[config.mk]
export PLATFORM = sky130hd
export DESIGN_NAME = pbx_call_state_controller
export DESIGN_NICKNAME = d
export VERILOG_FILES = /design/src/hdl/pbx_pkg.sv /design/src/hdl/pbx_call_state_controller.sv /design/src/hdl/pbx_line_table.sv /design/src/hdl/pbx_call_rules.sv
export VERILOG_INCLUDE_DIRS = /design/src /design/src/hdl
export SDC_FILE = /design/constraint.sdc
export NUM_CORES = 1
export LEC_CHECK = 0
export ABC_AREA = 1
export BUFFER_PORTS_ARGS = -buffer_cell sky130_fd_sc_hd__buf_2
export CAP_MARGIN = 10
export CORE_UTILIZATION = 50
export CTS_CLUSTER_DIAMETER = 100
export DETAILED_ROUTE_END_ITERATION = 8
export GPL_TIMING_DRIVEN = 0
export HOLD_SLACK_MARGIN = 0.02
export PLACE_DENSITY = 0.66
export SKIP_LAST_GASP = 1
export SLEW_MARGIN = 40
export SYNTH_ARGS = -nofsm -noshare
export SYNTH_HDL_FRONTEND = slang
export SYNTH_HIERARCHICAL = 1
export SYNTH_SLANG_ARGS = --single-unit
[constraint.sdc]
create_clock -name clk -period 4.89 [get_ports clk]
set_input_delay 0.978 -clock clk [delete_from_list [all_inputs] [get_ports clk]]
set_output_delay 0.978 -clock clk [all_outputs]
set_load 0.02 [all_outputs]
[src/hdl/pbx_call_state_controller_macros.svh]
// ----------------------------------------------------------------------------
// pbx_call_state_controller_macros
// Assertion shorthands shared by the call state controller RTL.
// ----------------------------------------------------------------------------
`ifndef PBX_CALL_STATE_CONTROLLER_MACROS_SVH
`define PBX_CALL_STATE_CONTROLLER_MACROS_SVH

// Same-cycle implication, disabled during reset.
`define PBX_ASSERT_IMPL(label, clk, rst, ante, cons, msg) \
  label: assert property (@(posedge clk) disable iff (rst) (ante) |-> (cons)) \
    else $error(msg);

// Next-cycle implication, disabled during reset.
`define PBX_ASSERT_NEXT(label, clk, rst, ante, cons, msg) \
  label: assert property (@(posedge clk) disable iff (rst) (ante) |=> (cons)) \
    else $error(msg);

`endif

[src/hdl/pbx_pkg.sv]
// ----------------------------------------------------------------------------
// pbx_pkg
// Types, codes and constants of the call state controller.
// ----------------------------------------------------------------------------
`default_nettype none

package pbx_pkg;

  localparam int LINE_COUNT_DEF = 64;
  localparam int FIRST_LINE     = 4;

  typedef enum logic [2:0] {
    CMD_REGISTER   = 3'd0,
    CMD_UNREGISTER = 3'd1,
    CMD_PICKUP     = 3'd2,
    CMD_HANGUP     = 3'd3,
    CMD_DIAL       = 3'd4,
    CMD_CHAT       = 3'd5
  } cmd_t;

  // line states, also the low codes of the message kind
  localparam logic [2:0] ST_ON_HOOK   = 3'd0;
  localparam logic [2:0] ST_RINGING   = 3'd1;
  localparam logic [2:0] ST_DIAL_TONE = 3'd2;
  localparam logic [2:0] ST_RING_BACK = 3'd3;
  localparam logic [2:0] ST_BUSY      = 3'd4;
  localparam logic [2:0] ST_CONNECTED = 3'd5;
  localparam logic [2:0] ST_ERROR     = 3'd6;

  localparam logic [3:0] KIND_CHAT = 4'd7;
  localparam logic [3:0] KIND_NONE = 4'd8;

  // one line table entry; all zero is the reset value
  typedef struct packed {
    logic [2:0] state;
    logic       regd;
    logic [5:0] peer;
    logic       peer_vld;
  } entry_t;

  typedef struct packed {
    logic [5:0] dest;
    logic [3:0] kind;
    logic [5:0] shown;
  } res_t;

  // outcome of one command: table writes and notifications
  typedef struct packed {
    logic   wr_line;
    logic   wr_oth;
    entry_t line_ent;
    entry_t oth_ent;
    res_t   res0;
    res_t   res1;
    logic   two;
    logic   rej;
  } rule_out_t;

endpackage

`default_nettype wire

[src/hdl/pbx_call_state_controller.sv]
// ----------------------------------------------------------------------------
// pbx_call_state_controller
// Telephone exchange call state controller. Each input item is one command
// (register, unregister, pickup, hangup, dial, chat) on one line; the block
// keeps per-line call state, a registered flag and a peer link in an on-chip
// table and answers each command with one or two notification items, the
// acting line first and then its peer or the dialed line, m_tlast marking
// the final one. Lines below 4 and at or above LINE_COUNT are never usable.
// Sequencing: one command at a time. A command passes through accept, peer
// lookup, rule evaluation with the acting-line write, peer write, then the
// notifications one after another, each held while m_tready is low; this
// order comes from the two dependent reads of the single-read-port table
// (acting line, then peer or target) and its single write port. The table
// comes out of reset ready to use: per-entry valid bits make unwritten
// lines read as on hook, unregistered, without peer.
// ----------------------------------------------------------------------------
`default_nettype none
`include "pbx_call_state_controller_macros.svh"

module pbx_call_state_controller #(
  parameter int LINE_COUNT = pbx_pkg::LINE_COUNT_DEF
) (
  input  wire logic        clk,
  input  wire logic        rst,
  // command item
  input  wire logic        s_tvalid,
  output logic             s_tready,
  input  wire logic [15:0] s_tdata,   // [2:0] cmd, [8:3] line, [14:9] dial_target
  // notification item
  output logic             m_tvalid,
  input  wire logic        m_tready,
  output logic [15:0]      m_tdata,   // [5:0] dest_line, [11:6] shown_number, [12] status
  output logic [3:0]       m_tuser,   // [3:0] msg_kind
  output logic             m_tlast
);
  import pbx_pkg::*;

  localparam int AW = $clog2(LINE_COUNT);

  typedef enum logic [4:0] {
    S_IDLE   = 5'b00001,
    S_RD_OTH = 5'b00010,
    S_EXEC   = 5'b00100,
    S_WR2    = 5'b01000,
    S_OUT    = 5'b10000
  } fsm_t;

  fsm_t      state, state_next;
  logic      sel;
  logic [2:0] cmd_q;
  logic [5:0] line_q, tgt_q, oth_q;
  entry_t    le_q;
  entry_t    rd_data;
  rule_out_t ro, ro_q;
  res_t      res;
  logic [5:0] oth_num;
  logic [AW-1:0] rd_addr, wr_addr;
  logic      wr_en;
  entry_t    wr_data;
  logic      in_acc, out_acc;

  assign s_tready = (state == S_IDLE);
  assign m_tvalid = (state == S_OUT);
  assign in_acc   = s_tvalid && s_tready;
  assign out_acc  = m_tvalid && m_tready;

  // other entry: dial target for dial, otherwise the stored peer
  assign oth_num = (cmd_q == CMD_DIAL) ? tgt_q : rd_data.peer;

  // read the acting line on accept, the other entry in the cycle after
  assign rd_addr = (state == S_IDLE) ? AW'(s_tdata[8:3]) : AW'(oth_num);

  // acting line is written during rule evaluation, the other entry after
  always_comb begin
    wr_en   = 1'b0;
    wr_addr = AW'(line_q);
    wr_data = ro.line_ent;
    if (state == S_EXEC) begin
      wr_en = ro.wr_line;
    end else if (state == S_WR2) begin
      wr_en   = ro_q.wr_oth;
      wr_addr = AW'(oth_q);
      wr_data = ro_q.oth_ent;
    end
  end

  pbx_line_table #(
    .LINE_COUNT (LINE_COUNT),
    .AW         (AW)
  ) u_table (
    .clk     (clk),
    .rst     (rst),
    .rd_addr (rd_addr),
    .rd_data (rd_data),
    .wr_en   (wr_en),
    .wr_addr (wr_addr),
    .wr_data (wr_data)
  );

  pbx_call_rules #(
    .LINE_COUNT (LINE_COUNT)
  ) u_rules (
    .cmd     (cmd_q),
    .line    (line_q),
    .tgt     (tgt_q),
    .oth_num (oth_q),
    .le      (le_q),
    .oe      (rd_data),
    .ro      (ro)
  );

  always_comb begin
    state_next = state;
    unique case (state)
      S_IDLE:   if (in_acc) state_next = S_RD_OTH;
      S_RD_OTH: state_next = S_EXEC;
      S_EXEC:   state_next = S_WR2;
      S_WR2:    state_next = S_OUT;
      S_OUT:    if (out_acc && m_tlast) state_next = S_IDLE;
      default:  state_next = S_IDLE;
    endcase
  end

  always_ff @(posedge clk) begin
    if (rst) begin
      state <= S_IDLE;
      sel   <= 1'b0;
    end else begin
      state <= state_next;
      // advance to the second notification, drop back after the last
      if (out_acc) begin
        sel <= !m_tlast;
      end
    end
  end

  // payload holding registers
  always_ff @(posedge clk) begin
    if (in_acc) begin
      cmd_q  <= s_tdata[2:0];
      line_q <= s_tdata[8:3];
      tgt_q  <= s_tdata[14:9];
    end
    if (state == S_RD_OTH) begin
      le_q  <= rd_data;
      oth_q <= oth_num;
    end
    if (state == S_EXEC) begin
      ro_q <= ro;
    end
  end

  assign res     = sel ? ro_q.res1 : ro_q.res0;
  assign m_tdata = {3'b000, ro_q.rej, res.shown, res.dest};
  assign m_tuser = res.kind;
  assign m_tlast = sel || !ro_q.two;

  `PBX_ASSERT_IMPL(a_idle_no_out, clk, rst, s_tready, !m_tvalid, "output while idle")
  `PBX_ASSERT_NEXT(a_accept_lookup, clk, rst, in_acc, state == S_RD_OTH, "no lookup after accept")
  `PBX_ASSERT_NEXT(a_last_frees, clk, rst, out_acc && m_tlast, s_tready, "not idle after last item")
  `PBX_ASSERT_IMPL(a_second_paired, clk, rst, m_tvalid && sel, ro_q.two, "second item without pair")

endmodule

`default_nettype wire

[src/hdl/pbx_line_table.sv]
// ----------------------------------------------------------------------------
// pbx_line_table
// Per-line state memory, one read and one write port, registered read,
// with a valid bit per entry so unwritten entries read as reset value.
// ----------------------------------------------------------------------------
`default_nettype none

module pbx_line_table #(
  parameter int LINE_COUNT = pbx_pkg::LINE_COUNT_DEF,
  parameter int AW         = $clog2(LINE_COUNT)
) (
  input  wire logic           clk,
  input  wire logic           rst,
  input  wire logic [AW-1:0]  rd_addr,
  output pbx_pkg::entry_t     rd_data,
  input  wire logic           wr_en,
  input  wire logic [AW-1:0]  wr_addr,
  input  wire pbx_pkg::entry_t wr_data
);
  import pbx_pkg::*;

  entry_t                mem [LINE_COUNT];
  logic [LINE_COUNT-1:0] vld;
  entry_t                rd_q;
  logic                  rd_vld_q;

  always_ff @(posedge clk) begin
    if (wr_en) begin
      mem[wr_addr] <= wr_data;
    end
    rd_q <= mem[rd_addr];
  end

  always_ff @(posedge clk) begin
    if (rst) begin
      vld      <= '0;
      rd_vld_q <= 1'b0;
    end else begin
      if (wr_en) begin
        vld[wr_addr] <= 1'b1;
      end
      rd_vld_q <= (32'(rd_addr) < LINE_COUNT) && vld[rd_addr];
    end
  end

  assign rd_data = rd_vld_q ? rd_q : '0;

endmodule

`default_nettype wire

[src/hdl/pbx_call_rules.sv]
// ----------------------------------------------------------------------------
// pbx_call_rules
// Transition rules: from the acting line's entry and the other entry (peer or
// dial target) work out the new entries and the notifications.
// ----------------------------------------------------------------------------
`default_nettype none

module pbx_call_rules #(
  parameter int LINE_COUNT = pbx_pkg::LINE_COUNT_DEF
) (
  input  wire logic [2:0]    cmd,
  input  wire logic [5:0]    line,
  input  wire logic [5:0]    tgt,
  input  wire logic [5:0]    oth_num,
  input  wire pbx_pkg::entry_t le,
  input  wire pbx_pkg::entry_t oe,
  output pbx_pkg::rule_out_t ro
);
  import pbx_pkg::*;

  function automatic logic in_range(logic [5:0] n);
    return (32'(n) >= FIRST_LINE) && (32'(n) < LINE_COUNT);
  endfunction

  function automatic res_t report(entry_t e, logic [5:0] num);
    res_t r;
    r.dest  = num;
    r.kind  = {1'b0, e.state};
    r.shown = 6'd0;
    if (e.state == ST_ON_HOOK) begin
      r.shown = num;
    end else if (e.state == ST_CONNECTED && e.peer_vld) begin
      r.shown = e.peer;
    end
    return r;
  endfunction

  logic   l_range, l_usable, o_usable, has, same;
  entry_t ln, ob, lr, of;

  assign l_range  = in_range(line);
  assign l_usable = l_range && le.regd;
  assign o_usable = in_range(oth_num) && oe.regd;
  assign has      = le.peer_vld && o_usable;
  assign same     = (oth_num == line);

  always_comb begin
    ro          = '0;
    ro.res0     = '{dest: line, kind: KIND_NONE, shown: 6'd0};
    ro.rej      = 1'b1;
    ln          = le;
    ob          = oe;
    lr          = le;
    of          = oe;
    if (cmd == CMD_REGISTER) begin
      if (l_range && !le.regd) begin
        ln          = '0;
        ln.regd     = 1'b1;
        ro.wr_line  = 1'b1;
        ro.line_ent = ln;
        ro.res0     = report(ln, line);
        ro.rej      = 1'b0;
      end
    end else if (l_usable) begin
      unique case (cmd)
        CMD_UNREGISTER: begin
          ln.regd     = 1'b0;
          ro.wr_line  = 1'b1;
          ro.line_ent = ln;
          ro.rej      = 1'b0;
        end
        CMD_PICKUP: begin
          ro.rej = 1'b0;
          if (le.state == ST_ON_HOOK) begin
            ln.state    = ST_DIAL_TONE;
            ro.wr_line  = 1'b1;
            ro.line_ent = ln;
            ro.res0     = report(ln, line);
          end else if (le.state == ST_RINGING && has) begin
            ln.state    = ST_CONNECTED;
            ob          = same ? ln : oe;
            ob.state    = ST_CONNECTED;
            ro.wr_line  = 1'b1;
            ro.wr_oth   = 1'b1;
            ro.line_ent = ln;
            ro.oth_ent  = ob;
            ro.res0     = report(ln, line);
            ro.res1     = report(ob, oth_num);
            ro.two      = 1'b1;
          end else begin
            ro.res0 = report(le, line);
          end
        end
        CMD_HANGUP: begin
          ro.rej   = 1'b0;
          ln.state = ST_ON_HOOK;
          ob       = same ? ln : oe;
          if (has) begin
            if (le.state == ST_CONNECTED || le.state == ST_RINGING) begin
              ob.state = ST_DIAL_TONE;
            end else if (le.state == ST_RING_BACK) begin
              ob.state = ST_ON_HOOK;
            end
          end
          // the acting line reports before the links are cleared
          lr          = same ? ob : ln;
          ro.res0     = report(lr, line);
          of          = ob;
          if (has) begin
            lr.peer_vld = 1'b0;
            of.peer_vld = 1'b0;
            ro.wr_oth   = 1'b1;
            ro.oth_ent  = of;
            ro.res1     = report(of, oth_num);
            ro.two      = 1'b1;
          end
          ro.wr_line  = 1'b1;
          ro.line_ent = lr;
        end
        CMD_DIAL: begin
          ro.rej = 1'b0;
          if (le.state == ST_DIAL_TONE) begin
            ro.wr_line = 1'b1;
            if (!o_usable) begin
              ln.state    = ST_ERROR;
              ln.peer_vld = 1'b0;
            end else if (oe.state == ST_ON_HOOK) begin
              ln.state    = ST_RING_BACK;
              ln.peer     = tgt;
              ln.peer_vld = 1'b1;
              ob.state    = ST_RINGING;
              ob.peer     = line;
              ob.peer_vld = 1'b1;
              ro.wr_oth   = 1'b1;
              ro.oth_ent  = ob;
              ro.res1     = report(ob, tgt);
              ro.two      = 1'b1;
            end else begin
              ln.state = ST_BUSY;
            end
            ro.line_ent = ln;
          end
          ro.res0 = report(ln, line);
        end
        CMD_CHAT: begin
          ro.res0 = report(le, line);
          if (le.state == ST_CONNECTED && has) begin
            ro.res1 = '{dest: le.peer, kind: KIND_CHAT, shown: 6'd0};
            ro.two  = 1'b1;
            ro.rej  = 1'b0;
          end
        end
        default: begin
          ro.rej = 1'b1;
        end
      endcase
    end
  end

endmodule

`default_nettype wire

==> summary.md <==
| Metric | Value |
|---|---|
| Core Region | `~70000 um^2` |
| Slowest CP cell | `nor2_2` |
| CP required | `~5.2 ns` |
| R2R Path End | `u_table/mem[54][6]` |
| Proportion of power drawn by flip-flops and latches | `a little over two fifths` |
| Setup Fix Bufs, Post-CTS | `0` |
| Final TNS setup | `0 ns` |
| Synth Instances | `between 3000 and 4000` |
| Sw Ratio | `31.62%` |
| WL met2 | `53770 um` |
| CP endpoint kind | `register` |
| Sequential area share after synthesis | `between 60% and 70%` |
| Sum of net half-perimeters after detailed placement | `approximately 84000 um` |
| RSZ-0062 raised after global routing | `false` |
| Distinct cells, synth | `42` |
| Root Buffer | `clkbuf_16` |
| Synth Warn # | `6` |
| CP max stage delay | `between 0.7 and 0.8 ns` |
| DRT met1 WL | `roughly 47000 um` |
| Crit path depth | `13` |
| Htree depth | `3` |
| Finish-stage setup viols | `0` |
| CTS Buf Count | `between 80 and 90` |
| Post-synth top area cell | `edfxtp_1` |
| Clk_lat worst skew | `between 0.6 and 0.7 ns` |
| Power Internal | `13200 uW` |
| Crit path time final | `between 4 and 5 ns` |
| Cell Rows | `98` |
| Critical path class | `reg2reg` |
| Synth-to-Final Area Change | `15.38%` |
| Ys async rst share | `0%` |
| FMAX | `0.2312 GHz` |
| Drt initial violations | `between 3000 and 4000` |
| Share of cells above drive strength 1 | `approximately an eighth` |
| Crit-path leading delay family | `simple AND/OR/NAND/NOR gates` |
| Comb power frac | `22.3%` |
| Clock transition at path regs | `about 0.06 ns` |
| Synth top area cells | `edfxtp_1 64%, nand2_1 9.9%, nand3_1 7.0%, dfxtp_1 4.5%, nor2_1 3.5%` |
| Psw | `between 6000 and 7000 uW` |
| Total power | `between 15000 and 20000 uW` |
| I/O Pins | `43` |
| Worst Setup Slack, final | `between 0.5 and 0.6 ns` |
| Post-synth top area share | `64.03%` |
| Crit. Startpoint | `u_table/rd_vld_q` |
| Worst Path Max Fanout | `12` |
| DR WL/cell | `26.17 um` |
| Largest net degree at the start of global routing | `46` |
| Relative slew slack | `a little under two fifths` |
| Top sig layer | `met4` |
| Routed vias | `approximately 27000` |
| Reg2reg start | `u_table/rd_vld_q` |
| Total clock sinks | `about 860` |
| Met3 Wirelength | `between 10000 and 15000 um` |
| Hold_ws | `around 0.47 ns` |
| R2R setup slack | `~0.56 ns` |
| Most frequent cell after synthesis | `nand2_1` |
| CTS Buffer Depth | `3` |
| Total track usage | `32.49%` |
| Commonest cells in the netlist | `963 x nand2_1, 782 x edfxtp_1, 516 x nand3_1, 343 x nor2_1, 146 x inv_1` |
| PostCTS Resize Cnt | `0` |
| Detailed Route WL | `between 100000 and 150000 um` |
| Critical path startpoint category | `register` |
| Leak | `approximately 0.016 uW` |
| Initial core utilization | `between 50 and 60%` |
| Drt pass-1 iters | `9` |
| Max rail drop VDD | `roughly 0.39 mV` |
| Critical path endpoint | `u_table/mem[54][6]` |
| R2r worst-path depth | `13` |
| Slew @ Worst Pin | `0.9387 ns` |
| Number of global-route vias before repair | `between 20000 and 30000` |
| Antenna violations before repair | `1` |
| Critical path cell sequence | `clkbuf_1, nand2_1, inv_1, nand4_4, nor3_4, nor4_1, o21ai_0, nand2_1, o21ai_2, clkinv_1, nor3_1, inv_1, nor2_2` |
| Vias per std cell | `5.911` |
| Aggregate global routing overflow | `0` |
| NumNets Final | `3621` |
| CTS tree | `done` |
| Crit path DAT | `between 4 and 5 ns` |
| DRC viols | `0` |
| Clock share of power | `between 30% and 40%` |
| Placed cell area | `slightly below 40000 um^2` |
| # diodes | `0` |
| Final Hold Viols | `0` |
| Hold crit path type | `reg2reg` |
| Routability cong. | `approximately 1.0` |
| Die ar. | `~74000 um^2` |
| Post-synth EDFFs | `a little under 800` |
| Filler instances | `6001` |
| Netlist Area Pre-Place | `about 37000 um^2` |
| Yosys reg bits | `around 860` |
| Pwr/cell area | `~460 nW/um^2` |
| Slew Limit Fails | `0` |
| Cts hold-fix bufs | `0` |
| Syn_area_per_cell | `between 10 and 15 um^2` |
| Period utilization | `88.47%` |
| Placement Setup Slack | `0.7703 ns` |
| ANT nets after route | `0` |
| Max-Cap Viols | `0` |
| Status | `finished, final reports clean` |
| Die height | `272.8 um` |
| Finished Cell Area | `around 42000 um^2` |
| Worst Skew | `between 0.03 and 0.04 ns` |
| Global-route wire length before repair | `between 150000 and 200000 um` |
| PortBufs | `38` |
| Post-synth top flop | `edfxtp_1` |
| Chip width | `around 270 um` |
| Buf+Inv Stages, Crit Path | `4` |
through the flow:
stage	std cells	utilization, %
2_1_floorplan	3429	-
3_3_place_gp	4417	52.88
3_5_place_dp	4460	54.57
4_1_cts	4622	58.70
5_1_grt	4622	58.79
6_report	4622	58.79
power groups by stage:
stage / sequential [uW] / combinational [uW] / clock (uW)
global placement: 8280 / 3990 / 0
global route: 8120 / 4470 / 7230
detailed placement: 8270 / 4080 / 0
floorplan: 8250 / 2390 / 0
finish: 8120 / 4300 / 6880
CTS: 8120 / 4110 / 6940
per-layer routing:
| layer | vias up | global-route usage (%) |
|---|---|---|
| met2 | 1727 | 49.84 |
| met3 | 331 | 7.451 |
| met4 | 0 | 15.32 |
| met5 | - | 0 |
| met1 | 13100 | 43.94 |
| li1 | 12170 | - |
sequential cells by signal, summed over array words and instances, names as in the netlist, 5 cells and up:
register      cells
ro_q             45
state             5
le_q             11
u_table/vld      64
u_table/rd_q     11
oth_q             6
tgt_q             6
line_q            6
u_table/mem     704
layout make-up:
type / instances / area [um^2] / share of cell area, %
plain buffers: 197 / 1229 / 2.904
flip-flops and latches: 864 / 25120 / 59.37
clock buffers: 115 / 2406 / 5.686
well taps: 950 / 1189 / 2.809
repair buffers: 81 / 940.9 / 2.224
inverters: 168 / 633.1 / 1.496
clock inverters: 47 / 570.5 / 1.348
multi-input cells: 2200 / 10220 / 24.16
kinds of logic (layout without fill, tap and decap cells):
logic type             after synthesis  after routing  share of synthesized area, %
flip-flops                         864            864                         68.51
other                                2              4                       0.02048
buffers and inverters              365            608                         5.066
AO/OA/AOI/OAI                      320            320                         4.793
AND/OR/NAND/NOR                   1876           1876                         21.61
worst register-to-register path, stage by stage, from the launching register on:
cell	delay, ns
dfxtp_1	0.39
clkbuf_1	0.39
nand2_1	0.10
inv_1	0.24
nand4_4	0.20
nor3_4	0.35
nor4_1	0.09
o21ai_0	0.18
nand2_1	0.09
o21ai_2	0.18
clkinv_1	0.37
nor3_1	0.26
inv_1	0.32
nor2_2	0.79
how the worst min path moves through the flow:
stage               cells after the start  slack [ns]              end             from
floorplan                               2        0.44  u_table/vld[11]  u_table/vld[11]
global placement                        2        0.45  u_table/vld[23]  u_table/vld[23]
detailed placement                      2        0.46  u_table/vld[23]  u_table/vld[23]
CTS                                     1        0.47         cmd_q[2]       s_tdata[2]
global route                            1        0.46         cmd_q[2]       s_tdata[2]
finish                                  2        0.47   u_table/vld[3]   u_table/vld[3]
layout by cell type, fill, tap and decap left out, drive strengths merged, types with 6 or more instances in the layout:
| master | netlist | routed |
|---|---|---|
| nand4 | 11 | 11 |
| dfxtp | 82 | 82 |
| nand3 | 518 | 518 |
| clkbuf | 48 | 163 |
| clkinv | 4 | 38 |
| o21ai | 177 | 177 |
| nor3 | 20 | 20 |
| o22ai | 35 | 35 |
| nand2 | 970 | 970 |
| a22oi | 6 | 6 |
| nor2 | 354 | 354 |
| a21oi | 81 | 81 |
| edfxtp | 782 | 782 |
| bufinv | 0 | 10 |
| inv | 164 | 165 |
| a31oi | 16 | 16 |
| buf | 149 | 230 |
No activity file was read; power rests on OpenSTA's default activity.
